**src/rtl/tqcr_pkg.sv**
```systemverilog
// ----------------------------------------------------------------------------
// tqcr_pkg
// Shared types and constants for the two-queue cache replacement block.
// ----------------------------------------------------------------------------
package tqcr_pkg;

  // Width of the cache size register
  localparam int CFG_W = 7;
  // Reset value of the cache size register
  localparam logic [CFG_W-1:0] CFG_RESET = 7'd64;
  // Smallest usable cache size
  localparam logic [CFG_W-1:0] MIN_SIZE = 7'd5;

  // Region codes of a slot
  typedef enum logic [1:0] {
    RG_EMPTY = 2'd0,
    RG_IN    = 2'd1,
    RG_OUT   = 2'd2,
    RG_HOT   = 2'd3
  } region_t;

  // Controller states
  typedef enum logic [3:0] {
    ST_IDLE,
    ST_LOOKUP,
    ST_DECIDE,
    ST_EVICT_OUT,
    ST_MOVE_IN,
    ST_INSERT,
    ST_EVICT_HOT,
    ST_PROMOTE,
    ST_TOUCH,
    ST_DONE
  } state_t;

  // Commands from controller to datapath
  typedef struct packed {
    logic load_key;
    logic lookup;
    logic evict_out;
    logic move_in;
    logic insert;
    logic evict_hot;
    logic promote;
    logic touch;
  } cmd_t;

  // Status from datapath to controller
  typedef struct packed {
    logic    hit;
    region_t region;
    logic    in_full;
    logic    out_full;
    logic    hot_full;
  } status_t;

endpackage

```
**src/rtl/tqcr_ctrl.sv**
```systemverilog
// ----------------------------------------------------------------------------
// tqcr_ctrl
// Sequencer: steps one transaction through lookup and region updates.
// ----------------------------------------------------------------------------
module tqcr_ctrl (
  input  logic             clk,
  input  logic             rst_n,
  input  logic             start,
  input  tqcr_pkg::status_t stat,
  output tqcr_pkg::cmd_t   cmd,
  output logic             busy,
  output logic             out_valid
);
  import tqcr_pkg::*;

  state_t state_r, state_nxt;

  // State register
  always_ff @(posedge clk) begin
    if (!rst_n) begin
      state_r <= ST_IDLE;
    end else begin
      state_r <= state_nxt;
    end
  end

  // Next state and commands
  always_comb begin
    state_nxt = state_r;
    cmd       = '0;
    busy      = 1'b1;
    out_valid = 1'b0;
    case (state_r)
      ST_IDLE: begin
        busy = 1'b0;
        if (start) begin
          cmd.load_key = 1'b1;
          state_nxt    = ST_LOOKUP;
        end
      end
      ST_LOOKUP: begin
        cmd.lookup = 1'b1;
        state_nxt  = ST_DECIDE;
      end
      ST_DECIDE: begin
        if (!stat.hit) begin
          if (stat.in_full && stat.out_full) begin
            state_nxt = ST_EVICT_OUT;
          end else if (stat.in_full) begin
            state_nxt = ST_MOVE_IN;
          end else begin
            state_nxt = ST_INSERT;
          end
        end else begin
          case (stat.region)
            RG_OUT:  state_nxt = stat.hot_full ? ST_EVICT_HOT : ST_PROMOTE;
            RG_HOT:  state_nxt = ST_TOUCH;
            default: state_nxt = ST_DONE;
          endcase
        end
      end
      ST_EVICT_OUT: begin
        cmd.evict_out = 1'b1;
        state_nxt     = ST_MOVE_IN;
      end
      ST_MOVE_IN: begin
        cmd.move_in = 1'b1;
        state_nxt   = ST_INSERT;
      end
      ST_INSERT: begin
        cmd.insert = 1'b1;
        state_nxt  = ST_DONE;
      end
      ST_EVICT_HOT: begin
        cmd.evict_hot = 1'b1;
        state_nxt     = ST_PROMOTE;
      end
      ST_PROMOTE: begin
        cmd.promote = 1'b1;
        state_nxt   = ST_DONE;
      end
      ST_TOUCH: begin
        cmd.touch = 1'b1;
        state_nxt = ST_DONE;
      end
      ST_DONE: begin
        out_valid = 1'b1;
        state_nxt = ST_IDLE;
      end
      default: begin
        state_nxt = ST_IDLE;
      end
    endcase
  end

endmodule

```
**config.mk**
```make
export PLATFORM = sky130hd
export DESIGN_NAME = tqcr_ctrl
export DESIGN_NICKNAME = d
export VERILOG_FILES = /design/src/rtl/tqcr_pkg.sv /design/src/rtl/tqcr_ctrl.sv
export SDC_FILE = /design/constraint.sdc
export NUM_CORES = 1
export LEC_CHECK = 0
export BUFFER_PORTS_ARGS = -buffer_cell sky130_fd_sc_hd__clkbuf_2
export CORE_AREA = 2 2 39 41
export CTS_CLUSTER_SIZE = 30
export DETAILED_ROUTE_END_ITERATION = 16
export DIE_AREA = 0 0 41 43
export GPL_TIMING_DRIVEN = 0
export SETUP_SLACK_MARGIN = 0.3
export SYNTH_ARGS = -nofsm -noshare
export SYNTH_HDL_FRONTEND = slang
export SYNTH_SLANG_ARGS = --single-unit
```
**constraint.sdc**
```tcl
create_clock -name clk -period 1.3 [get_ports clk]
set_input_delay 0.26 -clock clk [delete_from_list [all_inputs] [get_ports clk]]
set_output_delay 0.26 -clock clk [all_outputs]
set_load 0.01 [all_outputs]
```
==> reports/qor.csv, run 1 <==
metric,value,unit
violations,negative setup slack,
ys_types,28,
overflow,0,
largest_reg_flops,4,
layout_common_cells,"10 x clkbuf_2, 9 x buf_4, 8 x buf_2",
die_y,43,um
cts_max_path_buffers,2,
wirelength,1178,um
start_kind,register,
drive_gt1_share,71.43,%
syn_inst,56,
reg2reg_depth,5,
drc_errors,0,
synthXorXnorAreaFrac,0,%
period_needed,1370,ps
hpwl,817.8,um
via_per_inst,5.065,
critPathRequiredTime,1040,ps
die_area,1763,um2
finalHoldViolCount,0,
path_buf_inv,2,
reg.largest.list,state_r x4,
core-area,1384,um2
syn_avg_cell_area,6.792,um2
vias,542,
nNetsFinal,102,
min_from,rst_n,
drtIter0Drc,8,
synth_top_family_by_area,simple AND/OR/NAND/NOR gates,
dr.pass1.iters,4,
crit_end,cmd[4],
fin_crit_sh,105.4,%
grt_max_degree,8,
initial_core_util,27.49,%
powerDensity,736.1,nW/um2
clkSlewWorstSetupHoldPaths,40,ps
crit_family,flip-flops,
area_growth,114.1,%
cp.depth,4,
placedCellCount,90,
top_register,state_r,
ant_nets,0,
synth-compound-area-share,25.00,%
synth_nets,65,
synth_fa_ha_area_share,0,%
grt_usage,17.10,%
finClkSkew,1.531,ps
ys_ff_latch,4,
finalSetupTns,-336.1,ps
hold_path_class,input port to register,
tritoncts,yes,
grt_pass1_vias,514,
gp_congestion,0.7750,
n_fill_cell,123,
multi_input_area,391.6,um2
critPathMaxStageDelay,320,ps
portBuffers,18,
worstSetupStartpoint,state_r[1],
r2r_slack,0,ps
row_count,14,
netlist_area,380.4,um2
clkSinkCount,4,
cap_viol_max_count,0,
grt_first_pass_wirelength,2021,um
r2r-start,state_r[0],
ios,19,
p_leak,0.3613,nW
cts_root_buffer,clkbuf_4,
holdBufCountCts,0,
die_x,41,um
worstSkewPairLatency,230,ps
yosys_warnings,0,
crit_slowest_cell,dfxtp_2,
critPathKind,register to output port,
synth.area.mux_share,2.632,%
relSlewSlack,83.96,%
final_common_cell,clkbuf_2,
numCtsBuffers,3,
critPathArrivalTime,1110,ps
antenna_found_initial,0,
ys_seq_area_share,21.05,%
fmax,729.9,MHz
path_cells,"buf_6, nand2b_4, nor3_4, buf_2",
grt_setup_unrepaired,yes,
ir_worst_vdd,427.4,uV
tightest_slew,239.9,ps
drv_slew,0,
end_kind,output port,
worst-path-max-fanout,5,
setup_viol_count_final,8,
crit-reg2reg-capture,state_r[1],
layout.cells.non_filler,107,
h-tree-depth,1,
diodes,0,
seqCellArea,87.58,um2
setup_ws,-70.03,ps
wl_per_cell,11.01,um
synth-simple-area-share,43.09,%
outcome,"finished, violations left",
==> area by class of cell <==
class | instances | area share, %
Multi-Input combinational cell | 44 | 48.08
Timing Repair Buffer | 32 | 26.27
Sequential cell | 4 | 10.75
Buffer | 4 | 6.912
Clock buffer | 3 | 2.765
Inverter | 4 | 2.765
Tap cell | 16 | 2.458
==> metrics by stage <==
step	hold WS, ps	utilization (%)	area, um2	worst slack [ps]	power, W
floorplan	443.2	-	496.7	182.3	0.0002987
global placement	572.9	43.85	606.8	14.29	0.0003554
detailed placement	583.2	43.85	606.8	21.26	0.0003571
CTS	349.3	55.70	770.7	-92.71	0.0005829
global route	308.9	58.86	814.5	-139.4	0.0006510
finish	308.2	58.86	814.5	-70.03	0.0005995
==> Yosys cell counts <==
cell      count  share of area [%]
dfxtp_1       4                 21
a311oi_1      1                2.3
inv_2         1               0.99
a311o_1       1                2.6
inv_1         3                3.0
and3_1        1                1.6
nor4b_1       1                2.3
clkbuf_1      2                2.0
or4_1         1                2.0
a21o_2        1                2.3
buf_1         1               0.99
buf_2         1                1.3
and3b_1       2                4.6
nand2_1       4                3.9
nor2_1        7                6.9
o21ai_0       3                3.9
nor2b_1       2                3.3
nand3b_1      1                2.0
or3b_2        1                2.3
nor3_1        4                5.3
or3_1         1                1.6
o211ai_1      3                5.9
a31oi_1       1                1.6
nor3b_1       2                3.9
nand2b_1      2                3.3
o31a_1        1                2.3
a21oi_1       3                3.9
mux2i_1       1                2.6
==> worst min path at each step <==
stage | endpoint | depth (start not counted)
finish | state_r[0] | 3
global placement | state_r[3] | 3
CTS | state_r[0] | 3
floorplan | state_r[0] | 2
global route | state_r[3] | 3
detailed placement | state_r[3] | 3
==> layer usage <==
| metal | GRT usage [%] | vias up | part of all wire (%) |
|---|---|---|---|
| met5 | 0 | - | 0 |
| met4 | 10.00 | 0 | 0 |
| met3 | 3.141 | 0 | 1.7 |
| met2 | 28.75 | 7 | 56 |
| met1 | 18.45 | 261 | 42 |
| li1 | - | 274 | - |
==> worst min-delay path, cell delays in order <==
cell	delay (ps)
clkbuf_2	100
o21ai_2	80
nor3_2	50
==> cells by family (layout without fill, tap and decap cells) <==
kind of cell    after synthesis  after routing
buf+inv                       8             43
flops                         4              4
simple gates                 29             29
compound gates               14             14
mux                           1              1
==> power by group <==
part | switching [W] | internal (W) | total, W | leakage (nW)
Sequential | 0.0000105 | 0.000134 | 0.000145 | 0.0347
Clock | 0.0000450 | 0.000103 | 0.000148 | 0.0138
Combinational | 0.000147 | 0.000160 | 0.000307 | 0.313
Total | 0.000203 | 0.000397 | 0.000600 | 0.361
==> timing repair <==
item,4_1_cts,5_1_grt
endpoints found under the setup margin,14,14
buffers inserted,12,1
gates resized for setup,14,17
cloned,1,0
pin swaps,5,4
Power figures use the tool's default switching activity.
==> run 2, diff against run 1 <==
- ABC_AREA: unset -> 1
==> run 2 against run 1 <==
  * The flow still finishes with violations (negative setup slack)
  * Setup slack better by 43 ps
  * Cell count up 10%
  * Flip-flop and latch count unchanged
  * Register-to-register slack better by 130 ps
  * Synthesized area down 0.99%
  * Clock-buffer cell count unchanged
  * Critical path type unchanged
  * Non-clock buffer count down 4
  * Combinational power rose to 3.7 times the previous value
  * Clock skew about the same
==> reports/qor.csv, run 2 <==
metric,value,unit,change
outcome,"finished, violations left",,
violations,negative setup slack,,
synth_area_leaders,"dfxtp_1 21%, nand2_1 17%, inv_1 12%",,
top_register,state_r,,
portBuffers,18,,unchanged
gp_congestion,0.7136,,-7.9%
row_count,14,,unchanged
grt_pass1_vias,461,,-10%
powerDensity,1956,nW/um2,+170%
diodes,0,,unchanged
grt_first_pass_wirelength,1704,um,-16%
synth.top_cell.area_share,21.26,%,+0.21 points
synth.most_common_cell,nand2_1,,
layout.cells.non_filler,118,,+10%
grt_max_degree,6,,-2
grt_usage,14.26,%,-2.8 points
placedCellCount,101,,+12%
overflow,0,,unchanged
largest_reg_flops,4,,unchanged
critPathArrivalTime,1070,ps,-40 ps
synth-main-ff-cell,dfxtp_1,,
layout_common_cells,"12 x nand2_1, 9 x clkbuf_2, 9 x buf_6, 9 x buf_4, 8 x nor2_4",,
path_buf_inv,1,,-1
drtIter0Drc,7,,-1
critPathMaxStageDelay,360,ps,+40 ps
cap_viol_max_count,0,,unchanged
dr.pass1.iters,4,,unchanged
ys_seq_area_share,21.26,%,+0.21 points
die_area,1763,um2,unchanged
ir_worst_vdd,599.4,uV,+40%
die_x,41,um,unchanged
drv_slew,0,,unchanged
numCtsBuffers,3,,unchanged
wl_per_cell,10.17,um,-7.6%
drive_gt1_share,70.59,%,-0.84 points
fmax,753.5,MHz,+3.2%
die_y,43,um,unchanged
antenna_found_initial,0,,unchanged
n_fill_cell,116,,-5.7%
period_needed,1327,ps,-42.92 ps
finClkSkew,1.697,ps,+0.1657 ps
tightest_slew,161.9,ps,-78.01 ps
crit_slowest_cell,dfxtp_4,,
finalSetupTns,-57.50,ps,+278.6 ps
seqCellArea,95.09,um2,+8.6%
setup_viol_count_final,3,,-5
reg.largest.list,state_r x4,,
nNetsFinal,113,,+11%
hold_path_class,input port to register,,
synth_edf_count,0,,unchanged
dp_slack,152.5,ps,+131.2 ps
fin_crit_sh,102.1,%,-3.3 points
ys_async_sr_fraction,0,%,unchanged
vias,528,,-2.6%
synth_area_leader_cell,dfxtp_1,,
yosys_warnings,0,,unchanged
end_kind,output port,,
worst-path-max-fanout,3,,-2
cp_common_cell,nor2_4,,
path_cells,"nor2_4, nand2_2, nor2_4, buf_6",,
grt_setup_unrepaired,yes,,
drc_errors,0,,unchanged
cts_max_path_buffers,2,,unchanged
critPathRequiredTime,1040,ps,about the same
relSlewSlack,89.18,%,+5.2 points
tritoncts,yes,,
ys_types,12,,-57%
synthTopCellsByCount,"17 x nand2_1, 12 x inv_1, 8 x nand3_1, 8 x nor2_1, 6 x nor2_2",,
clkSlewWorstSetupHoldPaths,40,ps,about the same
syn_avg_cell_area,5.621,um2,-17%
ys_ff_latch,4,,unchanged
holdBufCountCts,0,,unchanged
clkSinkCount,4,,unchanged
ant_nets,0,,unchanged
initial_core_util,27.22,%,-0.27 points
cts_root_buffer,clkbuf_4,,
wirelength,1200,um,+1.9%
finalHoldViolCount,0,,unchanged
worstSkewPairLatency,240,ps,about the same
syn_inst,67,,+20%
core-area,1384,um2,unchanged
p_leak,0.4206,nW,+16%
area_growth,115.3,%,
synth_nets,76,,+17%
setup_ws,-27.11,ps,+42.92 ps
multi_input_area,359.1,um2,-8.3%
ios,19,,unchanged
critPathKind,register to output port,,
final_common_cell,nand2_1,,
netlist_area,376.6,um2,-0.99%
via_per_inst,4.475,,-12%
h-tree-depth,1,,unchanged
start_kind,register,,
crit_family,simple AND/OR/NAND/NOR gates,,
totalPowerFinal,0.001586,W,+160%
hpwl,677.9,um,-17%
## run 2: timing repair
action	CTS	global route
buffers inserted	7	7
gates resized for setup	17	35
endpoints found under the hold margin	0	0
endpoints found under the setup margin	13	14
pin swaps	8	14
cloned	0	0
## run 2: final cells by class
type | instances | share of cell area [%]
clock buffer | 3 | 2.778
inverter | 14 | 7.407
multi-input combinational | 49 | 44.29
tap | 16 | 2.469
timing repair buffer | 32 | 31.33
sequential | 4 | 11.73
## run 2: kinds of logic (layout without fill, tap and decap cells)
| kind of cell | count (synthesis) | count (layout) | synth area share [%] |
|---|---|---|---|
| and+or+nand+nor | 45 | 45 | 56.48 |
| AOI/OAI and AO/OA | 4 | 4 | 8.306 |
| DFF | 4 | 4 | 21.26 |
| buffers and inverters | 14 | 49 | 13.95 |
## run 2: metal layers
metal  up-vias  wire (um)  track usage, %
li1        276          -               -
met1       228        466           16.40
met2        19        639           20.63
met3         5         50           4.188
met4         0         44           11.33
met5         -          0               0
## run 2: path summary, 6_finish.rpt
kind              start          to  slack [ps]  depth (start not counted)
max          state_r[2]      cmd[7]         -30                          4
min               rst_n  state_r[0]         250                          3
max reg2reg  state_r[2]  state_r[3]         130                          8
min reg2reg  state_r[3]  state_r[0]         610                          3
## run 2: tightest hold or removal path, delay by kind of cell
family	cells	cell delay, ps
buffers and inverters	1	100
and+or+nand+nor	1	70
AOI/OAI and AO/OA	1	30
## run 2: stage by stage
stage | hold slack [ps] | area, um2 | util [%]
detailed placement | 526.3 | 511.7 | 36.98
floorplan | 413.1 | 401.6 | -
global route | 266.9 | 810.8 | 58.59
global placement | 526.6 | 511.7 | 36.98
finish | 252.5 | 810.8 | 58.59
CTS | 268.4 | 626.9 | 45.30
## run 2: where the power goes
group | internal (W) | switching (W)
clock network | 0.000103 | 0.0000531
logic | 0.000592 | 0.000536
registers | 0.000186 | 0.000116
==> run 3, diff against run 2 <==
- clock period: 1.3 -> 1.1 ns (I/O delays scaled with it)
==> run 3 against run 2 <==
  * The flow still finishes with violations (negative setup slack)
  * Core utilization decreased by 4.2 points
  * Register-to-register slack lost 80 ps
  * Clock skew grew 2.1 ps
  * Sequential share of layout area is 0.90 points higher
  * Setup slack worse by 130 ps
  * Combinational power barely moved
  * Sequential power grew 16%
  * Total power increased by 4.8%
  * Clock power is 15% higher
  * Flip-flop and latch count unchanged
  * Critical path type unchanged
  * Highest routed layer is now met3
==> reports/qor.csv, run 3 (synthesis gave the netlist of run 2 again) <==
metric,value,unit,change
cts_max_path_buffers,2,,unchanged
period_needed,1261,ps,
switchingPower,0.0007554,W,+7.1%
core-area,1384,um2,unchanged
overflow,0,,unchanged
powerDensity,2207,nW/um2,+13%
dr.pass1.iters,2,,-2
start_kind,register,,
p_leak,0.3816,nW,-9.3%
ant_nets,0,,unchanged
initial_core_util,27.22,%,unchanged
grt_setup_unrepaired,yes,,
area_growth,100.0,%,
diodes,0,,unchanged
holdBufCountCts,0,,unchanged
totalPowerFinal,0.001662,W,+4.8%
final_common_cell,nand2_1,,
via_per_inst,4.478,,about the same
tightest_slew,162.2,ps,+0.2710 ps
die_y,43,um,unchanged
finalHoldViolCount,0,,unchanged
gp_congestion,0.6849,,-4.0%
worst-path-max-fanout,5,,+2
clkSlewWorstSetupHoldPaths,40,ps,about the same
drv_slew,0,,unchanged
grt_max_degree,7,,+1
end_kind,output port,,
relSlewSlack,89.19,%,about the same
die_x,41,um,unchanged
layout_common_cells,"13 x nand2_1, 10 x clkbuf_2, 10 x buf_4",,
antenna_found_initial,0,,unchanged
reg.largest.list,state_r x4,,
h-tree-depth,1,,unchanged
violations,negative setup slack,,
top_register,state_r,,
drc_errors,0,,unchanged
tritoncts,yes,,
drive_gt1_share,69.70,%,-0.89 points
critPathKind,register to output port,,
vias,515,,-2.5%
largest_reg_flops,4,,unchanged
intPower,0.0009068,W,+3.0%
finClkSkew,3.761,ps,+2.064 ps
critPathArrivalTime,1040,ps,-30 ps
critPathRequiredTime,880,ps,-160 ps
drtIter0Drc,8,,+1
hold_path_class,input port to register,,
wl_per_cell,10.23,um,+0.56%
portBuffers,18,,unchanged
fin_crit_sh,114.7,%,
grt_usage,14.08,%,-0.17 points
grt_first_pass_wirelength,1697,um,-0.41%
p_comb_share,68.2,%,-2.9 points
nNetsFinal,110,,-2.7%
numCtsBuffers,3,,unchanged
setup_viol_count_final,10,,+7
setup_ws,-161.4,ps,-134.3 ps
outcome,"finished, violations left",,
grt_pass1_vias,440,,-4.6%
pwr-share-seq,21.1,%,+2.1 points
cts_root_buffer,clkbuf_4,,
clkPwrFrac,10.7,%,+0.8 points
ios,19,,unchanged
cap_viol_max_count,0,,unchanged
swShare,45.44,%,+0.96 points
finalSetupTns,-1257,ps,-1199 ps
clkSinkCount,4,,unchanged
row_count,14,,unchanged
wirelength,1176,um,-2.0%
ir_worst_vdd,1065,uV,+78%
worstSkewPairLatency,230,ps,about the same
die_area,1763,um2,unchanged
hpwl,752.9,um,+11%
fmax,792.8,MHz,
## run 3: cell types whose count changed in the layout (fill, tap and decap cells not counted), sizes merged
cell	change
clkbuf	+1
buf	-4
## run 3: power by group through the flow
stage / Clock, W / Sequential [W] / Combinational, W
global route: 0.000196 / 0.000363 / 0.00123
CTS: 0.000186 / 0.000339 / 0.000897
finish: 0.000179 / 0.000350 / 0.00113
global placement: 0 / 0.000321 / 0.000770
floorplan: 0 / 0.000302 / 0.000610
detailed placement: 0 / 0.000321 / 0.000772
## run 3: final timing paths
check | startpoint | to | slack [ps] | cells after the start
worst max-delay path | state_r[3] | cmd[2] | -160 | 4
worst min-delay path | rst_n | state_r[0] | 240 | 3
worst max register to register | state_r[2] | state_r[3] | 50 | 7
worst min register to register | state_r[3] | state_r[0] | 620 | 3
## run 3: per-layer routing
layer / GRT usage (%) / vias up / share of wire [%]
li1: - / 267 / -
met1: 17.80 / 233 / 37
met2: 20.94 / 15 / 58
met3: 6.283 / 0 / 4.9
met4: 4.000 / 0 / 0
met5: 0 / - / 0
## run 3: cell type report
cell class,instances,area (um2)
tap,16,20.02
multi-input combinational,49,345.3
clock buffer,3,22.52
sequential,4,95.09
inverter,14,62.56
fill,136,630.6
timing repair buffer,29,207.7
## run 3: metrics by stage
step / setup slack [ps] / hold WS, ps / cells / util [%] / cell area (um2)
after global placement: 39.46 / 485.8 / 101 / 42.13 / 583.1
after CTS: -166.8 / 234.1 / 110 / 48.28 / 668.1
after global routing: -206.4 / 240.8 / 115 / 54.43 / 753.2
after floorplan: 161.0 / 365.7 / 67 / - / 473.0
after detailed placement: 37.99 / 481.6 / 101 / 42.13 / 583.1
final: -161.4 / 235.7 / 115 / 54.43 / 753.2
## run 3: worst max-delay path, stage by stage, from the launching register on
cell     delay [ps]
dfxtp_4         370
inv_6            90
nand2_4          80
nor2_4          140
buf_6           120
## run 3: timing repair
action,in CTS,in global routing
setup buffers,6,5
pin swaps,4,8
setup endpoints to repair,14,14
resized for setup,6,19
